--- src/design/ftrg_pkg.sv ---
// ----------------------------------------------------------------------------
// ftrg_pkg: shared types and constants
// Field structs, controller state, command and status bundles, tier helpers.
// ----------------------------------------------------------------------------
package ftrg_pkg;

	localparam int LongWindow  = 32;
	localparam int ShortWindow = 8;
	localparam int TierLimit   = 3;
	localparam int PtrW        = $clog2(LongWindow);
	localparam int FillW       = $clog2(LongWindow + 1);
	localparam int CntW        = $clog2(LongWindow + 1);

	localparam logic [1:0] ActSample = 2'd0;
	localparam logic [1:0] ActApply  = 2'd1;
	localparam logic [1:0] ActClear  = 2'd2;

	localparam logic [1:0] RegBaseW  = 2'd0;
	localparam logic [1:0] RegBaseH  = 2'd1;
	localparam logic [1:0] RegDownTh = 2'd2;
	localparam logic [1:0] RegUpTh   = 2'd3;

	typedef struct packed {
		logic [1:0]  action;
		logic [23:0] frame_time;
		logic [1:0]  requested_tier;
	} in_item_t;

	typedef struct packed {
		logic        switch_wanted;
		logic [1:0]  proposed_tier;
		logic [22:0] window_p95;
		logic        apply_ok;
		logic [1:0]  active_tier;
		logic [1:0]  tiers_available;
		logic [15:0] active_width;
		logic [15:0] active_height;
		logic [31:0] switches_done;
	} out_item_t;

	typedef enum logic [2:0] {
		ST_IDLE,
		ST_WRITE,
		ST_SEL_INIT,
		ST_SEL_READ,
		ST_SEL_CMP,
		ST_DECIDE,
		ST_OUT
	} ctl_state_t;

	// commands from controller to datapath
	typedef struct packed {
		logic load_item;
		logic do_write;
		logic do_apply;
		logic do_clear;
		logic sel_start;
		logic sel_long;
		logic sel_read;
		logic sel_cmp;
		logic decide;
		logic out_load;
	} ftrg_cmd_t;

	// status from datapath to controller
	typedef struct packed {
		logic [1:0] action;
		logic       try_short;
		logic       try_long;
		logic       sel_done;
		logic       sel_found;
		logic       short_fired;
	} ftrg_sts_t;

	// round(b*num/den), den = 4 or 2, clamped to 1..65535
	function automatic logic [15:0] scale34(input logic [15:0] b);
		logic [18:0] s;
		s = ({3'd0, b} * 19'd3 + 19'd2) >> 2;
		if (s == 19'd0) return 16'd1;
		if (s > 19'd65535) return 16'hFFFF;
		return s[15:0];
	endfunction

	function automatic logic [15:0] scale12(input logic [15:0] b);
		logic [16:0] s;
		s = ({1'b0, b} + 17'd1) >> 1;
		if (s == 17'd0) return 16'd1;
		if (s > 17'd65535) return 16'hFFFF;
		return s[15:0];
	endfunction

	function automatic logic [CntW-1:0] pct_rank(input int n);
		int r;
		r = (95 * n + 99) / 100;
		if (r < 1) r = 1;
		if (r > n) r = n;
		return CntW'(r);
	endfunction

endpackage

--- src/design/frame_time_resolution_governor.sv ---
// ----------------------------------------------------------------------------
// frame_time_resolution_governor: dynamic resolution scaling governor
// Apply, clear and ignored items go from accept through the write and output
// states with no selection. A sample adds up to two rank selections, short
// window first, each with a read and a compare step per scanned element and
// a capture read and compare step per candidate.
// One item in flight. Reset clears all control state; the ring needs no clearing.
// ----------------------------------------------------------------------------
module frame_time_resolution_governor (
	input  logic                clk,
	input  logic                arst_n,
	input  logic                in_valid,
	output logic                in_stall,
	input  ftrg_pkg::in_item_t  in_data,
	output logic                out_valid,
	input  logic                out_stall,
	output ftrg_pkg::out_item_t out_data,
	input  logic                cfg_valid,
	output logic                cfg_ready,
	input  logic [1:0]          cfg_index,
	input  logic [31:0]         cfg_data
);
	import ftrg_pkg::*;

	ftrg_cmd_t cmd;
	ftrg_sts_t sts;

	assign cfg_ready = 1'b1;

	ftrg_ctrl u_ctrl (
		.clk, .arst_n, .in_valid, .in_stall,
		.out_full(out_valid && out_stall),
		.sts, .cmd
	);

	ftrg_datapath u_dp (
		.clk, .arst_n, .in_data,
		.cfg_we(cfg_valid), .cfg_index, .cfg_data,
		.cmd, .sts, .out_stall, .out_valid, .out_data
	);
endmodule

--- src/design/ftrg_ctrl.sv ---
// ----------------------------------------------------------------------------
// ftrg_ctrl: sequencing controller
// Steps one item through write, percentile selection passes and output.
// ----------------------------------------------------------------------------
module ftrg_ctrl (
	input  logic              clk,
	input  logic              arst_n,
	input  logic              in_valid,
	output logic              in_stall,
	input  logic              out_full,
	input  ftrg_pkg::ftrg_sts_t sts,
	output ftrg_pkg::ftrg_cmd_t cmd
);
	import ftrg_pkg::*;

	ctl_state_t state_q, state_d;

	// state register
	always_ff @(posedge clk or negedge arst_n) begin
		if (!arst_n) state_q <= ST_IDLE;
		else state_q <= state_d;
	end

	// next state and commands
	always_comb begin
		state_d  = state_q;
		cmd      = '0;
		in_stall = (state_q != ST_IDLE);
		unique case (state_q)
			ST_IDLE: begin
				if (in_valid) begin
					cmd.load_item = 1'b1;
					state_d = ST_WRITE;
				end
			end
			ST_WRITE: begin
				if (sts.action == ActSample) begin
					cmd.do_write = 1'b1;
					state_d = ST_SEL_INIT;
				end else begin
					cmd.do_apply = (sts.action == ActApply);
					cmd.do_clear = (sts.action == ActClear);
					state_d = ST_OUT;
				end
			end
			ST_SEL_INIT: begin
				// short pass first, long pass if the short pass wanted no switch
				if (sts.try_short && !sts.short_fired) begin
					cmd.sel_start = 1'b1;
					state_d = ST_SEL_READ;
				end else if (sts.try_long) begin
					cmd.sel_start = 1'b1;
					cmd.sel_long  = 1'b1;
					state_d = ST_SEL_READ;
				end else begin
					state_d = ST_OUT;
				end
			end
			ST_SEL_READ: begin
				cmd.sel_read = 1'b1;
				state_d = ST_SEL_CMP;
			end
			ST_SEL_CMP: begin
				cmd.sel_cmp = 1'b1;
				if (sts.sel_done) state_d = ST_DECIDE;
				else state_d = ST_SEL_READ;
			end
			ST_DECIDE: begin
				cmd.decide = 1'b1;
				state_d = ST_SEL_INIT;
			end
			ST_OUT: begin
				if (!out_full) begin
					cmd.out_load = 1'b1;
					state_d = ST_IDLE;
				end
			end
			default: state_d = ST_IDLE;
		endcase
	end

	// a selection pass only starts from the init state
	a_start_src: assert property (@(posedge clk) disable iff (!arst_n)
		cmd.sel_start |-> state_q == ST_SEL_INIT)
		else $error("selection started outside init");
	// no new item while busy
	a_busy_stall: assert property (@(posedge clk) disable iff (!arst_n)
		state_q != ST_IDLE |-> in_stall)
		else $error("input open while busy");
	// compare always follows a read
	a_read_cmp: assert property (@(posedge clk) disable iff (!arst_n)
		cmd.sel_read |=> state_q == ST_SEL_CMP)
		else $error("read not followed by compare");
endmodule

--- src/design/ftrg_datapath.sv ---
// ----------------------------------------------------------------------------
// ftrg_datapath: ring, tier table, rank selection and result register
// Selection finds the rank-k value by counting, with a read step before each comparison.
// ----------------------------------------------------------------------------
module ftrg_datapath (
	input  logic                 clk,
	input  logic                 arst_n,
	input  ftrg_pkg::in_item_t   in_data,
	input  logic                 cfg_we,
	input  logic [1:0]           cfg_index,
	input  logic [31:0]          cfg_data,
	input  ftrg_pkg::ftrg_cmd_t  cmd,
	output ftrg_pkg::ftrg_sts_t  sts,
	input  logic                 out_stall,
	output logic                 out_valid,
	output ftrg_pkg::out_item_t  out_data
);
	import ftrg_pkg::*;

	logic [22:0] ring_q [LongWindow];
	logic [22:0] rd_q;
	in_item_t    item_q;
	logic [PtrW-1:0]  cursor_q;
	logic [FillW-1:0] fill_q;
	logic [1:0]  tier_q, count_q;
	logic [31:0] switch_q;
	logic [15:0] bw_q, bh_q;
	logic [22:0] down_q, up_q;
	logic [15:0] tw_q [TierLimit];
	logic [15:0] th_q [TierLimit];

	// selection state
	logic            long_q;
	logic [PtrW-1:0] cand_q, scan_q;
	logic [CntW-1:0] scan_n_q, lt_q, le_q;
	logic [22:0]     cval_q, pct_q;
	logic            found_q, want_q, fired_q;
	logic [1:0]      prop_q;
	logic            phase_cap_q;

	logic [CntW-1:0] win_n, rank;
	logic [PtrW-1:0] win_base, rd_addr;
	logic            last_scan;
	logic [CntW-1:0] lt_n, le_n;
	logic [15:0]     w0, h0, w1, h1, w2, h2;
	logic            keep1, keep2;
	logic [1:0]      t_clip;
	logic            can_down, can_up;

	assign win_n    = long_q ? CntW'(LongWindow) : CntW'(ShortWindow);
	assign rank     = long_q ? pct_rank(LongWindow) : pct_rank(ShortWindow);
	assign win_base = cursor_q - win_n[PtrW-1:0];
	assign last_scan = (scan_n_q == win_n - CntW'(1));
	// candidate fetch during capture phase, scan element otherwise
	assign rd_addr  = phase_cap_q ? cand_q : scan_q;

	// tier derivation from base size
	assign w0 = (bw_q == '0) ? 16'd1 : bw_q;
	assign h0 = (bh_q == '0) ? 16'd1 : bh_q;
	assign w1 = scale34(w0);
	assign h1 = scale34(h0);
	assign w2 = scale12(w0);
	assign h2 = scale12(h0);
	assign keep1 = (w1 != w0) || (h1 != h0);
	assign keep2 = keep1 ? ((w2 != w1) || (h2 != h1)) : ((w2 != w0) || (h2 != h0));

	assign can_down = ({1'b0, tier_q} + 3'd1) < {1'b0, count_q};
	assign can_up   = tier_q != 2'd0;

	always_comb begin
		sts.action      = item_q.action;
		sts.try_short   = can_down && (fill_q >= FillW'(ShortWindow))
			&& (ShortWindow <= LongWindow) && !long_q;
		sts.try_long    = can_up && (fill_q >= FillW'(LongWindow)) && !want_q
			&& !long_q;
		sts.sel_done    = found_q;
		sts.sel_found   = found_q;
		sts.short_fired = fired_q;
	end

	// ring memory, registered read
	always_ff @(posedge clk) begin
		if (cmd.do_write) ring_q[cursor_q] <= item_q.frame_time[23] ? 23'd0 :
			item_q.frame_time[22:0];
		rd_q <= ring_q[rd_addr];
	end

	// comparison counts for the current candidate
	always_comb begin
		lt_n = lt_q + CntW'(rd_q < cval_q);
		le_n = le_q + CntW'(rd_q <= cval_q);
	end

	// control and configuration registers
	always_ff @(posedge clk or negedge arst_n) begin
		if (!arst_n) begin
			cursor_q <= '0;
			fill_q   <= '0;
			tier_q   <= '0;
			count_q  <= 2'd3;
			switch_q <= '0;
			bw_q     <= 16'd320;
			bh_q     <= 16'd240;
			down_q   <= 23'd8533;
			up_q     <= 23'd5120;
			tw_q[0]  <= 16'd320; th_q[0] <= 16'd240;
			tw_q[1]  <= 16'd240; th_q[1] <= 16'd180;
			tw_q[2]  <= 16'd160; th_q[2] <= 16'd120;
			out_valid <= 1'b0;
			long_q   <= 1'b0;
			want_q   <= 1'b0;
			fired_q  <= 1'b0;
			found_q  <= 1'b0;
		end else begin
			if (cmd.out_load) out_valid <= 1'b1;
			else if (out_valid && !out_stall) out_valid <= 1'b0;
			if (cfg_we) begin
				unique case (cfg_index)
					RegBaseW:  bw_q <= cfg_data[15:0];
					RegBaseH:  bh_q <= cfg_data[15:0];
					RegDownTh: down_q <= cfg_data[22:0];
					RegUpTh:   up_q <= cfg_data[22:0];
					default: ;
				endcase
				if (cfg_index == RegBaseW || cfg_index == RegBaseH) begin
					tier_q <= '0; switch_q <= '0; cursor_q <= '0; fill_q <= '0;
				end
			end else begin
				// refresh tier table from registered base size
				tw_q[0] <= w0; th_q[0] <= h0;
				tw_q[1] <= keep1 ? w1 : w2; th_q[1] <= keep1 ? h1 : h2;
				tw_q[2] <= w2; th_q[2] <= h2;
				count_q <= 2'd1 + 2'(keep1) + 2'(keep2);
			end
			if (cmd.load_item) begin
				want_q <= 1'b0; fired_q <= 1'b0; long_q <= 1'b0;
			end
			if (cmd.do_write) begin
				cursor_q <= cursor_q + PtrW'(1);
				if (fill_q < FillW'(LongWindow)) fill_q <= fill_q + FillW'(1);
			end
			if (cmd.do_clear) begin
				cursor_q <= '0; fill_q <= '0;
			end
			if (cmd.do_apply && {1'b0, item_q.requested_tier} < {1'b0, count_q} &&
				item_q.requested_tier != tier_q) begin
				tier_q <= item_q.requested_tier;
				switch_q <= switch_q + 32'd1;
				cursor_q <= '0; fill_q <= '0;
			end
			if (cmd.sel_start) begin
				long_q <= cmd.sel_long;
				found_q <= 1'b0;
			end
			if (cmd.sel_cmp && !phase_cap_q && last_scan && lt_n < rank && le_n >= rank)
				found_q <= 1'b1;
			if (cmd.decide) begin
				found_q <= 1'b0;
				if (!long_q) begin
					// short pass done, long pass may follow if it wanted no switch
					fired_q <= 1'b1;
					if (pct_q > down_q) want_q <= 1'b1;
				end else begin
					if (pct_q < up_q) want_q <= 1'b1;
					long_q <= 1'b1;
				end
			end
		end
	end

	// selection datapath: candidate j, scan all i, count v[i]<v[j] and v[i]<=v[j]
	always_ff @(posedge clk) begin
		if (cmd.load_item) begin
			pct_q <= '0; prop_q <= '0;
		end
		if (cmd.sel_start) begin
			cand_q <= cursor_q - (cmd.sel_long ? PtrW'(LongWindow) : PtrW'(ShortWindow));
			scan_q <= cursor_q - (cmd.sel_long ? PtrW'(LongWindow) : PtrW'(ShortWindow));
			scan_n_q <= '0; lt_q <= '0; le_q <= '0;
		end
		if (cmd.sel_cmp) begin
			if (phase_cap_q) begin
				cval_q <= rd_q;
			end else if (last_scan) begin
				if (lt_n < rank && le_n >= rank) begin
					pct_q <= cval_q;
				end
				cand_q <= cand_q + PtrW'(1);
				scan_q <= win_base;
				scan_n_q <= '0; lt_q <= '0; le_q <= '0;
			end else begin
				lt_q <= lt_n; le_q <= le_n;
				scan_q <= scan_q + PtrW'(1);
				scan_n_q <= scan_n_q + CntW'(1);
			end
		end
		if (cmd.decide) begin
			if (!long_q && pct_q > down_q) prop_q <= tier_q + 2'd1;
			if (long_q && pct_q < up_q) prop_q <= tier_q - 2'd1;
		end
	end

	// candidate value capture phase: after start or after advancing candidate
	always_ff @(posedge clk or negedge arst_n) begin
		if (!arst_n) phase_cap_q <= 1'b0;
		else if (cmd.sel_start) phase_cap_q <= 1'b1;
		else if (cmd.sel_cmp && phase_cap_q) phase_cap_q <= 1'b0;
		else if (cmd.sel_cmp && last_scan) phase_cap_q <= 1'b1;
	end

	assign t_clip = (tier_q < count_q) ? tier_q : count_q - 2'd1;

	// result register
	always_ff @(posedge clk) begin
		if (cmd.out_load) begin
			out_data.switch_wanted   <= want_q && item_q.action == ActSample;
			out_data.proposed_tier   <= (item_q.action == ActSample) ? prop_q : 2'd0;
			out_data.window_p95      <= (item_q.action == ActSample) ? pct_q : 23'd0;
			out_data.apply_ok        <= item_q.action == ActApply &&
				{1'b0, item_q.requested_tier} < {1'b0, count_q};
			out_data.active_tier     <= t_clip;
			out_data.tiers_available <= count_q;
			out_data.active_width    <= tw_q[t_clip];
			out_data.active_height   <= th_q[t_clip];
			out_data.switches_done   <= switch_q;
		end
		if (cmd.load_item) item_q <= in_data;
	end

	// ring fill never exceeds the window
	a_fill_max: assert property (@(posedge clk) disable iff (!arst_n)
		fill_q <= FillW'(LongWindow))
		else $error("ring fill overflow");
	// a tier count outside one to three is impossible
	a_count: assert property (@(posedge clk) disable iff (!arst_n)
		count_q != 2'd0)
		else $error("tier count zero");
	// a result is only loaded into an empty or draining register
	a_out: assert property (@(posedge clk) disable iff (!arst_n)
		cmd.out_load |-> !(out_valid && out_stall))
		else $error("result overwritten");
endmodule
--- config.mk ---
export PLATFORM = sky130hd
export DESIGN_NAME = frame_time_resolution_governor
export DESIGN_NICKNAME = d
export VERILOG_FILES = /design/src/design/ftrg_pkg.sv /design/src/design/frame_time_resolution_governor.sv /design/src/design/ftrg_ctrl.sv /design/src/design/ftrg_datapath.sv
export SDC_FILE = /design/constraint.sdc
export NUM_CORES = 2
export LEC_CHECK = 0
export BUFFER_PORTS_ARGS = -buffer_cell sky130_fd_sc_hd__buf_2
export CORE_MARGIN = 2
export CORE_UTILIZATION = 40
export CTS_BUF_LIST = sky130_fd_sc_hd__clkbuf_8
export CTS_CLUSTER_SIZE = 25
export DETAILED_ROUTE_END_ITERATION = 16
export GPL_TIMING_DRIVEN = 0
export PLACE_DENSITY = 0.52
export SYNTH_ARGS = -nofsm -noshare
export SYNTH_HDL_FRONTEND = slang
export SYNTH_SLANG_ARGS = --single-unit
--- constraint.sdc ---
create_clock -name clk -period 12.9 [get_ports clk]
set_input_delay 2.58 -clock clk [delete_from_list [all_inputs] [get_ports clk]]
set_output_delay 2.58 -clock clk [all_outputs]
set_load 0.02 [all_outputs]
-- Yosys cells after proc, flatten, opt, wreduce, memory -nomap -nowiden
Memory sizes are Yosys's and may differ from the RTL's. A register that Yosys moved wholly into a read port is not among the register bits.
Cells that the tools add are included.
- register bits: 429
- RAM bits: 736
- bits of input ports: 67
- output and inout bits: 98
- word-level logic and storage cells: 294
- memories kept: 1
- add/subtract/negate cells: 21
- multipliers: 2
- magnitude comparators: 17
- equality and inequality tests: 21
- mux-type cells: 133
- bitwise logic cells: 1
- reductions and logical operators: 56
- memory list (memory ; depth ; width ; rd ports ; clocked after memory_dff ; wr ports ; line ; RTL):
    u_dp.ring_q ; 32 ; 23 ; 1 ; 1 ; 1 ; ftrg_datapath.sv:20 ; logic [22:0] ring_q [LongWindow];
- operators by type and width (kind ; count):
    16-bit two-way mux ; 24
    23-bit two-way mux ; 6
    6-bit two-way mux ; 19
    32-bit two-way mux ; 3
    16-bit inequality test ; 6
    5-bit two-way mux ; 15
    16-bit binary-select mux with 2-bit select ; 2
    23-bit < comparator ; 2
    1-bit two-way mux ; 44
    18-bit by 2-bit adder with 19-bit output (second input constant) ; 2
    19-bit zero test ; 2
    16-bit by 2-bit multiplier with 18-bit output (second input constant) ; 2
    16-bit by 1-bit adder with 17-bit output (second input constant) ; 2
    17-bit by 16-bit greater-than comparator with 1-bit output (second input constant) ; 2
    17-bit zero test ; 2
    32-bit by 1-bit adder with 32-bit output (second input constant) ; 1
    16-bit greater-than comparator (second input constant) ; 2
    16-bit zero test ; 2
    23-bit greater-than comparator ; 1
    23-bit <= comparator ; 1
    2-bit two-way mux ; 11
    1-bit logical AND ; 21
    3-bit two-way mux ; 7
    3-bit one-hot mux with 7 select lines ; 1
    36 further kinds ; 71

-- Logic depth before layout (Yosys ltp)
- depth in word-level cells: 13
- gate-level depth with buffers: 25
- depth with buffers taken out: 23

-- Modules after synthesis
From an unflattened synthesis, not the netlist that was laid out.
- cell total of the unflattened synthesis: 4014
- area total of the unflattened synthesis: 54024.3 um^2
- modules (own cells, without submodules) (module ; instances ; cells each ; area each (um^2)):
    ftrg_datapath ; 1 ; 3975 ; 53730.3
    ftrg_ctrl ; 1 ; 36 ; 276.5
    frame_time_resolution_governor ; 1 ; 3 ; 17.5

-- Worst setup path after synthesis
No wires, ideal clock.
- path type: input port to flip-flop
- from: input port out_stall
- to: register, netlist name u_dp.out_data[0]
- library setup time: 0.549 ns
- arrival time: 6.695 ns
- required time: 12.351 ns
- path slack: 5.655 ns
- stages: 3
- path buffers: 0
- path through: nand2_1 > nand2_1 > nor2_1
- RTL lines (item ; line ; RTL):
    start, declared ; frame_time_resolution_governor.sv:16 ; input logic out_stall,

-- Final worst setup path
- from: register u_dp.bw_q[10]
- to: register u_dp.count_q[0]
- word-level cells in the longest chain between the ends: 13
- elaborated cells between the ends (all ways): 30
- classes of those cells: add/sub: 4; mul: 1; order compare: 2; eq/ne: 3; mux: 14; reduce/logical: 6
- RTL lines (item ; line ; RTL):
    start, declared ; ftrg_datapath.sv:27 ; logic [15:0] bw_q, bh_q;
    start signal, assigned ; ftrg_datapath.sv:119 ; RegBaseW: bw_q <= cfg_data[15:0];
    16-bit zero test ; ftrg_datapath.sv:58 ; assign w0 = (bw_q == '0) ? 16'd1 : bw_q;
    16-bit two-way mux * ; ftrg_datapath.sv:58 ;
    16-bit by 2-bit multiplier with 18-bit output ; ftrg_pkg.sv:78 ; s = ({3'd0, b} * 19'd3 + 19'd2) >> 2;
    18-bit by 2-bit adder with 19-bit output ; ftrg_pkg.sv:78 ;
    17-bit by 16-bit greater-than comparator with 1-bit output ; ftrg_pkg.sv:80 ; if (s > 19'd65535) return 16'hFFFF;
    1-bit two-way mux (2 in series) ; ftrg_pkg.sv:80 ;
    16-bit two-way mux ; ftrg_pkg.sv:81 ; return s[15:0];
    16-bit two-way mux ; ftrg_pkg.sv:80 ;
    16-bit inequality test (on tied branches) ; ftrg_datapath.sv:64, ftrg_datapath.sv:65 ;
    1-bit logical OR (on tied branches) ; ftrg_datapath.sv:64, ftrg_datapath.sv:65 ;
    1-bit by 1-bit adder with 2-bit output or 1-bit two-way mux (tied branches) ; ftrg_datapath.sv:133, ftrg_datapath.sv:65 ;
    2-bit by 1-bit adder with 2-bit output * ; ftrg_datapath.sv:133 ; count_q <= 2'd1 + 2'(keep1) + 2'(keep2);
    end signal, assigned ; ftrg_datapath.sv:133 ;
    end, declared ; ftrg_datapath.sv:25 ; logic [1:0] tier_q, count_q;
Mark *: on every way between the ends. The rest lies on a longest branch, timed or not. The select of a mux whose other input is x is not followed.
A chain may end at the register's enable or synchronous reset.

==> impl_results.md <==
* CTS Sinks at 1188
* Clock Tree Buf Depth at 3
* Final Cycle Share at 58.66%
* Seq pwr share at 39.2%
* Die area at 135300 sq um
* WP data arrival at 8.41 ns
* Post-CTS Setup Bufs at 0
* CTS tree: built
* Synth top area share at 50.04%
* # resized after CTS at 0
* Max-cap violations at 0
* DRT iter0 DRCs at 2992
* Status: finished, final reports clean
* Top cells by area, synth: edfxtp_1, dfrtp_1, mux4_2
* Initial antenna violation count at 4
* Cell area power density at 199.3 nW/um^2
* RSZ-0062 raised after global routing: no
* Crit path largest cell delay at 0.79 ns
* Sw frac at 36.87%
* Post-synthesis sequential area ratio at 63.87%
* Final core occ at 46.31%
* Vias per cell at 5.444
* Lkg Pwr at 22.95 nW
* Core area at 131500 sq um
* Io pins at 165
* Worst skew pair latency at 0.94 ns
* Hold Buf Count CTS at 0
* Library cells used by synthesis at 94
* Hold Fails Final Rpt at 0
* Syn nets at 4052
* Global-route usage over all layers at 22.26%
* # setup viols final at 0
* Worst Max-Slew Pin Slew at 1.311 ns
* Area growth from synthesis to layout at 15.01%
* # nets final at 4453
* Total wire length at 150.7 mm
* Post-synthesis async set-or-reset flop share at 19.36%
* Int Pwr at 7.661 mW
* Dpl cell area at 57070 sq um
* Flop-to-flop setup slack at 5.33 ns
* Crit path kind: register to register
* Reg clk slew, reported paths at 0.06 ns
* Largest net degree at the start of global routing at 110
* Switching pwr at 4.474 mW
* Max stage delay cell, worst path: xnor2_1
* Slew HR at 11.22%
* Skew final at 0.05955 ns
* H-tree depth at 4
* Design Area, Final at 60880 sq um
* Routed vias at 33440
* WL per Instance at 24.53 microns
* First-pass GRT wire length at 222.3 mm
* Avg Inst Size Synth at 13.89 sq um
* Gpl congestion at 0.9863
* Aggregate global routing overflow at 0
* Buffers on Ports at 153
* Antenna Nets Post-Route at 0
* Worst EP required at 13.74 ns
* Crit start category: register
* Drt first pass iters at 6
* Yosys warning total at 0
* Peak Freq at 0.1322 GHz
* Critical path cell sequence: clkbuf_1 -> inv_1 -> ha_1 -> nand4_1 -> o21bai_1 -> clkbuf_1 -> inv_1 -> ha_1 -> inv_1 -> ha_1 -> inv_1 -> fa_1 -> and2b_1 -> o211ai_1 -> a211oi_2 -> a211oi_1 -> xnor2_1 -> inv_2 -> a31oi_1 -> xnor2_1 -> nor4_4 -> buf_6 -> and4_1 -> a21o_1
* Root buf cell: clkbuf_8
* Final Critical Period at 7.567 ns
* DRC at 0
* Vias in the first global route at 33440
* Cts bufs inserted at 201
* Clock power share at 26.3%
* Crit-path most repeated cell: inv_1
* Comb power frac at 34.5%
* Top FF cell, synth: edfxtp_1
* Worst-path maximum fanout at 10
* Cells after Synth at 3811
* Worst vdd ir at 0.0001057 V
* Critical Path End Type: register
* Post-synth top area cell: edfxtp_1
* Seq cells post-synth at 1188
* Number of synthesized flops with an enable pin at 882
* Min-delay worst type: register to register
* Max-slew violation count at 0
* Die Ht at 367.8 microns
* Final TNS setup at 0 ns
* Row count at 133
* Die Span X at 367.8 microns
* DP HPWL at 106.4 mm
* Worst hold margin at 0.4281 ns
* Initial Utilization at 40.26%
* Syn Std Cell Area at 52930 sq um
* Layout cell share with drive strength beyond 1 at 19.69%
==> power groups by stage <==
stage                     Combinational (mW)  Sequential (mW)  Clock [mW]
final                                   4.19             4.75        3.19
after global routing                    4.50             4.79        3.43
after CTS                               4.16             4.75        3.27
after detailed placement                4.15             4.83           0
after global placement                  4.07             4.85           0
after floorplan                         2.55             4.85           0
==> synth_stat cells, types with 79 or more instances <==
library cell / count
edfxtp_1: 882
nand2_1: 454
o21ai_0: 236
nand3_1: 213
dfrtp_1: 194
mux4_2: 184
ha_1: 171
inv_1: 171
clkbuf_1: 134
nor2_1: 132
mux2_2: 96
xnor2_1: 79
==> cells by family (layout without fill, tap and decap cells) <==
| logic type | after synthesis | in the layout | share of synthesized area, % |
|---|---|---|---|
| buf+inv | 353 | 925 | 2.591 |
| compound gates | 552 | 552 | 6.465 |
| fa+ha+maj | 174 | 174 | 4.155 |
| flops | 1188 | 1188 | 63.87 |
| other cells | 1 | 6 | 0.007084 |
| simple gates | 1063 | 1063 | 9.462 |
| xor+xnor | 124 | 124 | 2.144 |
| mux | 356 | 356 | 11.31 |
==> routing by layer <==
| layer | part of all wire [%] | GRT usage [%] | wire length (microns) |
|---|---|---|---|
| met5 | 0 | 0 | 0 |
| met1 | 46 | 32.02 | 69190 |
| met2 | 45 | 34.52 | 68550 |
| met4 | 2.5 | 6.287 | 3697 |
| met3 | 6.1 | 4.227 | 9267 |
==> path summary, 6_finish.rpt <==
check                                               to  depth (start not counted)                 startpoint
min in group asynchronous        u_dp.long_q$_DFF_PN0_                          1                     arst_n
hold reg to reg               u_dp.cval_q[6]$_DFFE_PP_                          0       u_dp.rd_q[6]$_DFF_P_
max in group asynchronous     u_dp.th_q[7]$_DFFE_PN0N_                          3                     arst_n
setup / recovery           u_dp.count_q[0]$_DFFE_PN1N_                         24  u_dp.bw_q[10]$_DFFE_PN0P_
hold / removal                u_dp.cval_q[6]$_DFFE_PP_                          0       u_dp.rd_q[6]$_DFF_P_
setup reg to reg           u_dp.count_q[0]$_DFFE_PN1N_                         24  u_dp.bw_q[10]$_DFFE_PN0P_
==> cell type report <==
cell class,count,area (sq um)
antenna,5,12.51
buffer,181,725.7
clock buffer,204,2808
clock inverter,170,980.9
fill,11880,70580
inverter,172,645.6
multi-input combinational,2270,18060
sequential,1188,33810
tap,1755,2196
timing repair buffer,198,1645
==> state kept, by name (all words and copies together) (netlist names), 23 cells and up <==
register and cells:
u_dp.cval_q 23, u_dp.down_q 23, u_dp.item_q 26, u_dp.out_data 95, u_dp.pct_q 23, u_dp.rd_q 23, u_dp.ring_q 736, u_dp.switch_q 32
u_dp.th_q 48, u_dp.tw_q 48, u_dp.up_q 23
==> cell usage in the layout (no fill, tap or decap), drive strengths merged, types with 10 or more instances in the layout <==
master,instances
inv,261
xnor2,80
a21oi,73
dfxtp,76
clkbuf,341
nand2b,20
or3,15
dfrtp,194
o31ai,27
nor3,28
nand2,454
nand4,34
a21o,33
a22o,11
buf,242
dfstp,36
o211ai,20
and3,19
nand3,213
clkinv,73
and2,42
mux2i,76
a211oi,17
o21a,14
xor2,41
ha,171
a31oi,10
mux2,96
o21ai,266
edfxtp,882
nor2b,39
mux4,184
nor2,132
nor4,19
==> through the flow <==
| stage | cells | power (mW) | worst slack, ns |
|---|---|---|---|
| CTS | 6137 | 12.19 | 5.469 |
| floorplan | 3811 | 7.399 | 5.655 |
| detailed placement | 5763 | 8.976 | 5.482 |
| global route | 6142 | 12.72 | 5.085 |
| finish | 6143 | 12.14 | 5.333 |
| global placement | 5719 | 8.918 | 3.404 |
==> critical path: cells and delay by family, from the launching register on <==
kind | cells | cell delay [ns]
AOI/OAI and AO/OA | 6 | 1.76
xor gates and xnor gates | 2 | 1.06
adders and majority gates | 4 | 1.03
buffers and inverters | 8 | 1.67
DFF | 1 | 0.37
and+or+nand+nor | 4 | 1.59
No activity file was read; power rests on OpenSTA's default activity.
